### config.mk
export PLATFORM = sky130hd
export DESIGN_NAME = weighted_centroid_accumulator
export DESIGN_NICKNAME = d
export VERILOG_FILES = /design/src/rtl/core/wca_pkg.sv /design/src/rtl/core/wca_div.sv /design/src/rtl/core/wca_dpath.sv /design/src/rtl/core/wca_ctrl.sv /design/src/rtl/core/weighted_centroid_accumulator.sv
export VERILOG_INCLUDE_DIRS = /design/src /design/src/rtl/core
export SDC_FILE = /design/constraint.sdc
export NUM_CORES = 2
export LEC_CHECK = 0
export CAP_MARGIN = 15
export CORE_MARGIN = 2
export CORE_UTILIZATION = 51
export DETAILED_ROUTE_END_ITERATION = 16
export DONT_BUFFER_PORTS = 1
export GPL_ROUTABILITY_DRIVEN = 0
export PLACE_DENSITY = 0.71
export SKIP_LAST_GASP = 1
export SYNTH_ARGS = -nofsm -noshare
export SYNTH_HDL_FRONTEND = slang
export SYNTH_HIERARCHICAL = 1
export SYNTH_SLANG_ARGS = --single-unit
### constraint.sdc
create_clock -name clk -period 8.3 [get_ports clk]
set_clock_uncertainty 0.1 [all_clocks]
set_input_delay 0.415 -clock clk [delete_from_list [all_inputs] [get_ports clk]]
set_output_delay 0.415 -clock clk [all_outputs]
set_load 0.005 [all_outputs]
### src/rtl/core/assert_macros.svh
// Assertion macros shared by the centroid accumulator RTL.
`ifndef ASSERT_MACROS_SVH
`define ASSERT_MACROS_SVH

// The consequent must hold in the same cycle as the antecedent.
`define ASSERT_IMPLIES(label, ante, cons) \
  label: assert property (@(posedge clk) disable iff (rst) (ante) |-> (cons)) \
    else $error("same-cycle implication failed");

// The consequent must hold in the cycle after the antecedent.
`define ASSERT_NEXT(label, ante, cons) \
  label: assert property (@(posedge clk) disable iff (rst) (ante) |=> (cons)) \
    else $error("next-cycle implication failed");

`endif

### src/rtl/core/wca_pkg.sv
// Shared constants and controller/datapath interface types.
`default_nettype none

package wca_pkg;

  localparam int COORD_BITS    = 16;
  localparam int MASS_BITS     = 16;
  localparam int MASS_SUM_BITS = 48;
  localparam int PROD_BITS     = 32;
  localparam int OUT_BITS      = 24;
  localparam int IN_DATA_BITS  = 48;
  localparam int OUT_DATA_BITS = 48;
  localparam int OUT_USER_BITS = 2;

  // Bit positions inside the result tuser field.
  localparam int USER_ZERO_MASS = 0;
  localparam int USER_OVERFLOW  = 1;

  typedef struct packed {
    logic take;       // an input item is accepted this cycle
    logic div_start;  // load both dividers from the snapshot registers
    logic out_load;   // write the result into the output register
  } cmd_t;

  typedef struct packed {
    logic div_busy;   // dividers are still iterating
    logic out_busy;   // output register holds an item not yet taken
  } stat_t;

endpackage

`default_nettype wire

### src/rtl/core/wca_div.sv
// Restoring divider, one quotient bit per cycle, with signed saturating result.
`default_nettype none

module wca_div #(
  parameter int ACC_BITS  = 64,
  parameter int FRAC_BITS = 8
) (
  input  wire logic                                  clk,
  input  wire logic                                  rst,
  input  wire logic                                  start,
  input  wire logic [ACC_BITS-1:0]                   dividend,
  input  wire logic [wca_pkg::MASS_SUM_BITS-1:0]     divisor,
  output logic                                       busy,
  output logic [wca_pkg::OUT_BITS-1:0]               result
);

  localparam int QUO_BITS = ACC_BITS + FRAC_BITS;
  localparam int CNT_BITS = $clog2(QUO_BITS + 1);
  localparam int REM_BITS = wca_pkg::MASS_SUM_BITS;
  localparam int OUT_BITS = wca_pkg::OUT_BITS;

  logic [QUO_BITS-1:0] quo;
  logic [REM_BITS-1:0] rem;
  logic [REM_BITS-1:0] dsr;
  logic [CNT_BITS-1:0] cnt;
  logic                neg;

  logic [ACC_BITS-1:0] mag;
  logic [REM_BITS:0]   rem_sh;
  logic [REM_BITS:0]   rem_diff;
  logic                fits;
  logic                over;
  logic [OUT_BITS-1:0] lim;
  logic [OUT_BITS-1:0] sat_mag;

  assign mag      = dividend[ACC_BITS-1] ? (~dividend + ACC_BITS'(1)) : dividend;
  assign rem_sh   = {rem, quo[QUO_BITS-1]};
  assign rem_diff = rem_sh - {1'b0, dsr};
  assign fits     = rem_sh >= {1'b0, dsr};

  always_ff @(posedge clk) begin
    if (rst) begin
      busy <= 1'b0;
      cnt  <= '0;
    end else if (start) begin
      busy <= 1'b1;
      cnt  <= CNT_BITS'(QUO_BITS);
    end else if (busy) begin
      cnt <= cnt - CNT_BITS'(1);
      if (cnt == CNT_BITS'(1)) begin
        busy <= 1'b0;
      end
    end
  end

  always_ff @(posedge clk) begin
    if (start) begin
      quo <= QUO_BITS'(mag) << FRAC_BITS;
      rem <= '0;
      dsr <= divisor;
      neg <= dividend[ACC_BITS-1];
    end else if (busy) begin
      quo <= {quo[QUO_BITS-2:0], fits};
      rem <= fits ? rem_diff[REM_BITS-1:0] : rem_sh[REM_BITS-1:0];
    end
  end

  // Clamp the magnitude to what a 24-bit signed value can carry for this sign.
  assign lim     = neg ? (OUT_BITS'(1) << (OUT_BITS - 1))
                       : ((OUT_BITS'(1) << (OUT_BITS - 1)) - OUT_BITS'(1));
  assign over    = (|quo[QUO_BITS-1:OUT_BITS]) || (quo[OUT_BITS-1:0] > lim);
  assign sat_mag = over ? lim : quo[OUT_BITS-1:0];
  assign result  = neg ? (~sat_mag + OUT_BITS'(1)) : sat_mag;

endmodule

`default_nettype wire

### src/rtl/core/wca_dpath.sv
// Datapath: product stage, accumulators, snapshot, dividers and output register.
`default_nettype none
`include "assert_macros.svh"

module wca_dpath #(
  parameter int ACC_BITS  = 64,
  parameter int FRAC_BITS = 8
) (
  input  wire logic                                 clk,
  input  wire logic                                 rst,
  input  wire wca_pkg::cmd_t                        cmd,
  output wca_pkg::stat_t                            stat,
  input  wire logic [wca_pkg::IN_DATA_BITS-1:0]     s_tdata,
  input  wire logic                                 s_tlast,
  output logic                                      m_tvalid,
  input  wire logic                                 m_tready,
  output logic [wca_pkg::OUT_DATA_BITS-1:0]         m_tdata,
  output logic [wca_pkg::OUT_USER_BITS-1:0]         m_tuser
);

  localparam int CB = wca_pkg::COORD_BITS;
  localparam int MB = wca_pkg::MASS_BITS;
  localparam int PB = wca_pkg::PROD_BITS;
  localparam int SB = wca_pkg::MASS_SUM_BITS;
  localparam int OB = wca_pkg::OUT_BITS;

  localparam int USER_ZERO_IDX = wca_pkg::USER_ZERO_MASS;
  localparam int USER_OVF_IDX  = wca_pkg::USER_OVERFLOW;

  // Input fields. A full-scale coordinate times a full-scale mass fits in PB
  // signed bits, so the products are formed at that width.
  logic signed [CB-1:0] x_in;
  logic signed [CB-1:0] y_in;
  logic signed [MB:0]   mass_s;
  logic signed [PB-1:0] mul_x;
  logic signed [PB-1:0] mul_y;

  assign x_in   = s_tdata[CB-1:0];
  assign y_in   = s_tdata[2*CB-1:CB];
  assign mass_s = {1'b0, s_tdata[2*CB+MB-1:2*CB]};
  assign mul_x  = x_in * mass_s;
  assign mul_y  = y_in * mass_s;

  // Product stage.
  logic                 pipe_v;
  logic                 pipe_last;
  logic signed [PB-1:0] prod_x;
  logic signed [PB-1:0] prod_y;
  logic [MB-1:0]        pmass;

  always_ff @(posedge clk) begin
    if (rst) begin
      pipe_v    <= 1'b0;
      pipe_last <= 1'b0;
    end else begin
      pipe_v    <= cmd.take;
      pipe_last <= cmd.take && s_tlast;
    end
  end

  always_ff @(posedge clk) begin
    if (cmd.take) begin
      prod_x <= mul_x;
      prod_y <= mul_y;
      pmass  <= s_tdata[2*CB+MB-1:2*CB];
    end
  end

  // Accumulators.
  logic [SB-1:0]              total_mass;
  logic [ACC_BITS-1:0]        moment_x;
  logic [ACC_BITS-1:0]        moment_y;
  logic                       overflow_seen;
  logic signed [ACC_BITS-1:0] ext_x;
  logic signed [ACC_BITS-1:0] ext_y;
  logic [ACC_BITS-1:0]        sum_x;
  logic [ACC_BITS-1:0]        sum_y;
  logic [SB:0]                sum_m;
  logic                       ovf_x;
  logic                       ovf_y;
  logic                       ovf_step;

  assign ext_x = prod_x;
  assign ext_y = prod_y;
  assign sum_x = moment_x + ext_x;
  assign sum_y = moment_y + ext_y;
  assign sum_m = {1'b0, total_mass} + (SB + 1)'(pmass);
  assign ovf_x = (moment_x[ACC_BITS-1] == ext_x[ACC_BITS-1]) &&
                 (sum_x[ACC_BITS-1] != moment_x[ACC_BITS-1]);
  assign ovf_y = (moment_y[ACC_BITS-1] == ext_y[ACC_BITS-1]) &&
                 (sum_y[ACC_BITS-1] != moment_y[ACC_BITS-1]);
  assign ovf_step = ovf_x || ovf_y || sum_m[SB];

  logic [ACC_BITS-1:0] snap_x;
  logic [ACC_BITS-1:0] snap_y;
  logic [SB-1:0]       snap_mass;
  logic                snap_ovf;

  always_ff @(posedge clk) begin
    if (rst) begin
      total_mass    <= '0;
      moment_x      <= '0;
      moment_y      <= '0;
      overflow_seen <= 1'b0;
    end else if (pipe_v && pipe_last) begin
      total_mass    <= '0;
      moment_x      <= '0;
      moment_y      <= '0;
      overflow_seen <= 1'b0;
    end else if (pipe_v) begin
      total_mass    <= sum_m[SB-1:0];
      moment_x      <= sum_x;
      moment_y      <= sum_y;
      overflow_seen <= overflow_seen || ovf_step;
    end
  end

  // The set's final sums are frozen here while the dividers run.
  always_ff @(posedge clk) begin
    if (pipe_v && pipe_last) begin
      snap_x    <= sum_x;
      snap_y    <= sum_y;
      snap_mass <= sum_m[SB-1:0];
      snap_ovf  <= overflow_seen || ovf_step;
    end
  end

  logic          busy_x;
  logic          busy_y;
  logic [OB-1:0] res_x;
  logic [OB-1:0] res_y;

  wca_div #(
    .ACC_BITS  (ACC_BITS),
    .FRAC_BITS (FRAC_BITS)
  ) u_div_x (
    .clk      (clk),
    .rst      (rst),
    .start    (cmd.div_start),
    .dividend (snap_x),
    .divisor  (snap_mass),
    .busy     (busy_x),
    .result   (res_x)
  );

  wca_div #(
    .ACC_BITS  (ACC_BITS),
    .FRAC_BITS (FRAC_BITS)
  ) u_div_y (
    .clk      (clk),
    .rst      (rst),
    .start    (cmd.div_start),
    .dividend (snap_y),
    .divisor  (snap_mass),
    .busy     (busy_y),
    .result   (res_y)
  );

  // Output register.
  logic zero_m;

  assign zero_m = (snap_mass == '0);

  always_ff @(posedge clk) begin
    if (rst) begin
      m_tvalid <= 1'b0;
    end else if (cmd.out_load) begin
      m_tvalid <= 1'b1;
    end else if (m_tready) begin
      m_tvalid <= 1'b0;
    end
  end

  always_ff @(posedge clk) begin
    if (cmd.out_load) begin
      m_tdata                 <= zero_m ? '0 : {res_y, res_x};
      m_tuser[USER_ZERO_IDX]  <= zero_m;
      m_tuser[USER_OVF_IDX]   <= snap_ovf;
    end
  end

  assign stat.div_busy = busy_x || busy_y;
  assign stat.out_busy = m_tvalid && !m_tready;

  `ASSERT_NEXT(a_clear_after_last, pipe_v && pipe_last,
               total_mass == '0 && moment_x == '0 && moment_y == '0 && !overflow_seen)
  `ASSERT_IMPLIES(a_zero_mass_zero_data, m_tvalid && m_tuser[USER_ZERO_IDX],
                  m_tdata == '0)

endmodule

`default_nettype wire

### src/rtl/core/wca_ctrl.sv
// Controller: sequences accumulation, snapshot, division and result hand-off.
`default_nettype none
`include "assert_macros.svh"

module wca_ctrl (
  input  wire logic           clk,
  input  wire logic           rst,
  input  wire logic           s_tvalid,
  input  wire logic           s_tlast,
  output logic                s_tready,
  input  wire wca_pkg::stat_t stat,
  output wca_pkg::cmd_t       cmd
);

  typedef enum logic [4:0] {
    ST_ACC   = 5'b00001,
    ST_SNAP  = 5'b00010,
    ST_START = 5'b00100,
    ST_DIV   = 5'b01000,
    ST_EMIT  = 5'b10000
  } state_t;

  state_t state;
  state_t state_next;

  always_ff @(posedge clk) begin
    if (rst) begin
      state <= ST_ACC;
    end else begin
      state <= state_next;
    end
  end

  always_comb begin
    state_next    = state;
    s_tready      = 1'b0;
    cmd.take      = 1'b0;
    cmd.div_start = 1'b0;
    cmd.out_load  = 1'b0;
    case (state)
      ST_ACC: begin
        s_tready = 1'b1;
        cmd.take = s_tvalid;
        if (s_tvalid && s_tlast) begin
          state_next = ST_SNAP;
        end
      end
      ST_SNAP: begin
        state_next = ST_START;
      end
      ST_START: begin
        cmd.div_start = 1'b1;
        state_next    = ST_DIV;
      end
      ST_DIV: begin
        if (!stat.div_busy) begin
          state_next = ST_EMIT;
        end
      end
      ST_EMIT: begin
        if (!stat.out_busy) begin
          cmd.out_load = 1'b1;
          state_next   = ST_ACC;
        end
      end
      default: begin
        state_next = ST_ACC;
      end
    endcase
  end

  `ASSERT_NEXT(a_start_makes_busy, state == ST_START, stat.div_busy)
  `ASSERT_IMPLIES(a_emit_after_div, state == ST_EMIT, !stat.div_busy)

endmodule

`default_nettype wire

### src/rtl/core/weighted_centroid_accumulator.sv
// Top level of the weighted 2-D centroid accumulator.
// Throughput: one point item per cycle within a set; products and sums are pipelined.
// After a last item is accepted, its set passes through the snapshot registers, the
//   bit-serial restoring dividers and the output register before its result appears.
// No item is accepted while a set divides; a result may wait while the next set streams.
// Reset (rst, synchronous, active high) clears the accumulators, flags and control.
`default_nettype none

module weighted_centroid_accumulator #(
  parameter int ACC_BITS  = 64,  // width of the two moment accumulators, 32 to 64
  parameter int FRAC_BITS = 8    // fraction bits of the centroid results, 0 to 16
) (
  input  wire logic                                 clk,
  input  wire logic                                 rst,
  // Point items. s_tdata from bit 0 up: point_x[15:0], point_y[15:0],
  // point_mass[15:0]. s_tlast carries last_point.
  input  wire logic                                 s_tvalid,
  output logic                                      s_tready,
  input  wire logic [wca_pkg::IN_DATA_BITS-1:0]     s_tdata,
  input  wire logic                                 s_tlast,
  // Result items. m_tdata from bit 0 up: centroid_x[23:0], centroid_y[23:0].
  // m_tuser from bit 0 up: zero_mass, sum_overflow.
  output logic                                      m_tvalid,
  input  wire logic                                 m_tready,
  output logic [wca_pkg::OUT_DATA_BITS-1:0]         m_tdata,
  output logic [wca_pkg::OUT_USER_BITS-1:0]         m_tuser
);

  // The controller only sees the handshake and two status bits; all arithmetic
  // lives in the datapath.
  wca_pkg::cmd_t  cmd;
  wca_pkg::stat_t stat;

  wca_ctrl u_ctrl (
    .clk      (clk),
    .rst      (rst),
    .s_tvalid (s_tvalid),
    .s_tlast  (s_tlast),
    .s_tready (s_tready),
    .stat     (stat),
    .cmd      (cmd)
  );

  // Each accepted item is multiplied into a product register, then added into
  // the mass sum and the two moments in the following cycle. The last item of
  // a set is frozen into snapshot registers while the accumulators clear, and
  // two dividers then compute each moment over the mass sum with saturation.
  wca_dpath #(
    .ACC_BITS  (ACC_BITS),
    .FRAC_BITS (FRAC_BITS)
  ) u_dpath (
    .clk      (clk),
    .rst      (rst),
    .cmd      (cmd),
    .stat     (stat),
    .s_tdata  (s_tdata),
    .s_tlast  (s_tlast),
    .m_tvalid (m_tvalid),
    .m_tready (m_tready),
    .m_tdata  (m_tdata),
    .m_tuser  (m_tuser)
  );

endmodule

`default_nettype wire
Word-level counts from Yosys, hierarchy flattened
Index checks and enable logic that the tools add are counted.
{"block": "totals", "regBits": 798, "input_bits": 53, "output_inout_bits": 52, "wordCells": 124}
{"block": "op_classes", "addsub": 11, "n_mul": 2, "n_lt_le_gt_ge": 4, "eq_ne": 14, "mux": 35, "bitwise_logic": 4, "reduce_logical": 22}
{"cell": "$mux 72", "n": 4}
{"cell": "$mux 24", "n": 6}
{"cell": "$add 64x1->64 const B", "n": 2}
{"cell": "$add 64x64->64", "n": 2}
{"cell": "$mux 64", "n": 2}
{"cell": "$not 64->64", "n": 2}
{"cell": "$ge 49x48->1", "n": 2}
{"cell": "$mux 48", "n": 2}
{"cell": "$reduce_or 48->1", "n": 2}
{"cell": "$sub 48x48->48", "n": 2}
{"cell": "$mul 16x17->32", "n": 2}
{"cell": "$add 48x16->49", "n": 1}
{"cell": "$add 24x1->24 const B", "n": 2}
{"cell": "$gt 24x24->1", "n": 2}
{"cell": "$logic_not 48->1", "n": 1}
{"cell": "$not 24->24", "n": 2}
{"cell": "$mux 7", "n": 4}
{"cell": "$pmux 5 s5", "n": 1}
{"cell": "$mux 5", "n": 3}
{"cell": "$eq 7x1->1 const B", "n": 2}
{"cell": "$sub 7x1->7 const B", "n": 2}
{"cell": "$mux 1", "n": 13}
{"cell": "$logic_and 1x1->1", "n": 6}
{"cell": "$logic_or 1x1->1", "n": 6}
{"cell": "13 further kinds", "n": 19}

Logic depth before layout (Yosys ltp)
{"block": "depth", "word_depth": 7, "mapped_depth": 25, "depth_no_buf": 24}

Cells and area by module
Netlist, hierarchy kept.
{"module": "wca_dpath", "n_inst": 1, "cells_each": 4371, "area_per_inst_um2": 42553.3, "seq_area_each_um2": 12822.3}
{"module": "wca_div (u_dpath.u_div_x)", "n_inst": 1, "cells_each": 1483, "area_per_inst_um2": 12629.6, "seq_area_each_um2": 4674.5}
{"module": "wca_div (u_dpath.u_div_y)", "n_inst": 1, "cells_each": 1378, "area_per_inst_um2": 12473.2, "seq_area_each_um2": 4674.5}
{"module": "wca_ctrl", "n_inst": 1, "cells_each": 36, "area_per_inst_um2": 307.8, "seq_area_each_um2": 100.1}

Least setup slack after synthesis
No wires, ideal clock.
{"block": "synth_path", "kind": "register to register", "from": "reg u_ctrl.state[3]", "to": "reg u_dpath.u_div_x.rem[33]", "t_arrival_ns": 7.908, "path_slack_ns": 0.170, "stages_incl_launch_ff": 8, "path_buffers": 1, "cell_sequence": "dfxtp_1 buf_6 or4b_1 nor2_1 nor2_1 inv_1 nor2_1 a221o_1"}
{"item": "from (decl)", "line_no": "wca_ctrl.sv:23", "rtl": "state_t state;"}
{"item": "from (signal assigned)", "line_no": "wca_ctrl.sv:30", "rtl": "state <= state_next;"}
{"item": "to (signal assigned)", "line_no": "wca_div.sv:64", "rtl": "rem <= fits ? rem_diff[REM_BITS-1:0] : rem_sh[REM_BITS-1:0];"}
{"item": "to (decl)", "line_no": "wca_div.sv:23", "rtl": "logic [REM_BITS-1:0] rem;"}

Worst setup path after layout
{"block": "layout_path", "from": "in s_tdata[36] in the netlist's numbering", "to": "reg u_dpath.prod_y[29] (data pin)"}
{"block": "layout_between", "elab_chain_len": 1}
{"item": "from (decl)", "line_no": "weighted_centroid_accumulator.sv:19", "rtl": "input wire logic [wca_pkg::IN_DATA_BITS-1:0] s_tdata,"}
{"item": "$mul 16x17->32", "line_no": "wca_dpath.sv:42", "rtl": "assign mul_y = y_in * mass_s;"}
{"item": "via u_dpath.mul_y[29]", "line_no": "wca_dpath.sv:36", "rtl": "logic signed [PB-1:0] mul_y;"}
{"item": "to (signal assigned)", "line_no": "wca_dpath.sv:64", "rtl": "prod_y <= mul_y;"}
{"item": "to (decl)", "line_no": "wca_dpath.sv:48", "rtl": "logic signed [PB-1:0] prod_y;"}
The timed path passes the listed nets, and every way through them passes these cells.
A chain may end at the register's enable or synchronous reset.

==> flow_summary.ini <==
[outcome]
status = finished, final reports clean

[clock_network]
cts_hold_buf = 26
cts_buffer_depth = 3
cts_resized = 0
cts_root_buffer = clkbuf_16
post-cts-setup-buffer-count = 0
clock_sinks = 846
path_clk_slew_ns = 0.06
ctsHtreeMaxLevel = 3
clk_latency_ns = 0.69
cts_tree = yes
numCtsBuffers = 92

[synthesis]
synth_ff_type = edfxtp_1
synth_area_leader_cell = edfxtp_1
syn_inst = 7268
synth-seq-area-share_pct = 32.77
ys_types = 116
synth_top_area_share_pct = 23.55
syn_nets = 8242
async_flop_share_pct = 0
synth_edf_count = 533
synthTopCellsByArea = edfxtp_1 (24%), fa_1 (12%), ha_1 (9.7%)
synth_warnings = 6
syn_area_per_cell_um2 = 9.351
synth_seq_cells = 846
syn_area_um2 = 67960

[finish]
multi_input_area_um2 = 41770
layout-drive-gt1-share_pct = 4.358
most-common-layout-cells = nand2_1 (748), inv_1 (686), edfxtp_1 (533), ha_1 (528), nor2_1 (472)
nFillCells = 11673
syn2layout_area_growth_pct = 6.745
layout.cells.most_common = nand2_1
final_cells = 8914
final-seq-area_um2 = 22280
n_antenna_cell = 0
nets = 8054

[hold_path]
hp-start = s_tdata[32]
hold_path_end = u_dpath/prod_y[1]$_DFFE_PP_
hold_depth = 2
holdCritPathClass = in2reg

[setup_path]
arrival_ns = 6.36
path_max_fanout = 33
crit_start = s_tdata[36]
critical_path.max_stage_delay_ns = 0.53
worst_path_max_delay_cell = fa_1
reg2reg_to = u_dpath/m_tdata[22]$_SDFFCE_PP0P_
critPathKind = in2reg
r2r_cells = 19
start_kind = input port
r2r_slack_ns = 2.29
timing.rr.start = u_dpath/u_div_x/neg$_DFFE_PP_
cp-end-kind = flip-flop
cp_common_cell = fa_1
required_ns = 8.62
path_cells = and2_1 > fa_1 > inv_1 > fa_1 > fa_1 > inv_1 > ha_1 > fa_1 > inv_1 > fa_1 > inv_1 > ha_1 > and4_1 > a211oi_1 > o21ai_0 > a211oi_1 > o21bai_1 > a21oi_1 > o21ai_0 > a221oi_1 > a21oi_1 > xor2_1

[floorplan]
die_height_um = 369.1
fp.dieW_um = 369.1
ioPinCount = 105
core_um2 = 131800
dieArea_um2 = 136200
start_util_pct = 51.57
rows = 133

[timing]
rsz0062_at_grt = false
slew-limit-headroom_pct = 22.36
whs_ns = 0.02306
finalCriticalPeriod_ns = 6.048
worst_pin_slew_ns = 1.163
report.final.setup_viol = 0
fmax_ghz = 0.1653
finalSetupTns_ns = 0
final.period_utilization_pct = 72.87
finalHoldViolCount = 0
setup_ws_ns = 2.252
maxSlewViolCount = 0

[power_and_ir_drop]
internal_power_uw = 12900
power.leakage_uw = 0.03049
p_seq_share_pct = 26.0
power.clock.fraction_pct = 19.4
irDropWorstVdd_uv = 379.0
pwr_density_cell_nw_per_um2 = 302.6
p_sw_share_pct = 41.23
comb_power_share_pct = 54.6
power_uw = 21950
switching_power_uw = 9051

[grt]
antenna_found_initial = 3
gr-usage-all-layers_pct = 24.81
grt_max_degree = 87
grt_pass1_vias = 50983
grt_overflow = 0
grt_pass1_wl_mm = 274.8

[detailed_routing]
drc_errors = 0
drt-initial-drc-count = 4365
final_antenna_net_count = 0
drt-wirelength-per-cell_um = 19.28
drt_pre_antenna_iters = 6
routed-via-count = 52525
avgViaCountPerCell = 5.892
wl_mm = 171.9

[place]
place_hpwl_mm = 125.9
dp.cells = 8715
portBuffers = 0
pre_cts_ws_ns = 1.613

[flow_run]
maxCapViolations = 0
-- metal layers --
layer / track usage (%) / vias to the layer above / wire length [um] / share of wire (%)
li1: - / 25041 / - / -
met1: 34.68 / 25449 / 76980 / 45
met2: 39.67 / 1731 / 78180 / 45
met3: 3.410 / 304 / 11180 / 6.5
met4: 8.281 / 0 / 5522 / 3.2
met5: 0 / - / 0 / 0
-- synth_stat cells (71+ instances only) --
cell / n
nor4_1: 72
a21oi_1: 373
clkbuf_1: 283
fa_1: 393
mux2i_1: 158
a21o_1: 172
xor2_1: 183
nand4_1: 92
a211oi_1: 71
inv_1: 689
nor3_1: 129
nor2b_1: 86
xnor2_1: 289
a22o_1: 83
nor2_1: 475
ha_1: 528
edfxtp_1: 533
nand3_1: 129
dfxtp_1: 313
and2_1: 255
o21ai_0: 340
nand2_1: 748
-- layout make-up --
| type | count | share of cell area [%] |
|---|---|---|
| clock inverters | 55 | 0.7847 |
| clock buffers | 118 | 3.565 |
| repair buffers | 64 | 0.7657 |
| multi-input cells | 5385 | 57.57 |
| well taps | 1755 | 3.027 |
| flip-flops and latches | 846 | 30.71 |
| inverters | 691 | 3.575 |
-- worst max path at each step --
stage	slack, ns	endpoint
6_report	2.25	u_dpath/prod_y[29]$_DFFE_PP_
3_3_place_gp	1.57	u_dpath/prod_y[29]$_DFFE_PP_
2_1_floorplan	0.17	u_dpath/u_div_x/rem[33]$_SDFFE_PP0P_
5_1_grt	1.82	u_dpath/m_tdata[22]$_SDFFCE_PP0P_
3_5_place_dp	1.61	u_dpath/prod_y[27]$_DFFE_PP_
4_1_cts	2.29	u_dpath/m_tdata[22]$_SDFFCE_PP0P_
-- worst max-delay path: cells and delay by family --
family | cells | cell delay (ns)
fa+ha+maj | 7 | 3.30
xor+xnor | 1 | 0.15
buf+inv | 4 | 0.19
simple gates | 2 | 0.33
compound gates | 8 | 1.95
-- stage by stage --
| step | util (%) | cell area [um^2] |
|---|---|---|
| finish | 55.05 | 72550 |
| CTS | 55.05 | 72550 |
| detailed placement | 52.45 | 69120 |
| global route | 55.05 | 72550 |
| global placement | 52.45 | 69120 |
| floorplan | - | 67960 |
-- power by group through the flow --
stage / Combinational [uW] / Sequential [uW] / Clock [uW]
3_3_place_gp: 11500 / 5780 / 0
4_1_cts: 11900 / 5700 / 4350
6_report: 12000 / 5710 / 4260
5_1_grt: 13500 / 5740 / 4500
3_5_place_dp: 11800 / 5780 / 0
2_1_floorplan: 9190 / 5680 / 0
-- cell families (layout without fill, tap and decap cells) --
kind of cell / after synthesis / count (layout) / synth area share [%]
mux: 166 / 166 / 2.463
fa+ha+maj: 921 / 921 / 21.30
simple gates: 2301 / 2301 / 16.58
flops: 846 / 846 / 32.77
compound gates: 1525 / 1525 / 14.93
xor+xnor: 472 / 472 / 6.083
buf+inv: 1037 / 928 / 5.880
-- state kept, by name, indices dropped and copies added (netlist names), 2 cells and up --
signal	count
u_dpath/u_div_x/rem	48
u_dpath/snap_x	64
u_dpath/m_tdata	48
u_dpath/moment_y	64
u_ctrl/state	5
u_dpath/u_div_y/dsr	48
u_dpath/total_mass	48
u_dpath/snap_y	64
u_dpath/u_div_y/rem	48
u_dpath/u_div_y/cnt	7
u_dpath/prod_y	32
u_dpath/u_div_y/quo	72
u_dpath/m_tuser	2
u_dpath/moment_x	64
u_dpath/pmass	16
u_dpath/u_div_x/cnt	7
u_dpath/u_div_x/dsr	48
u_dpath/prod_x	32
u_dpath/u_div_x/quo	72
u_dpath/snap_mass	48
(Power assumes the default switching activity.)
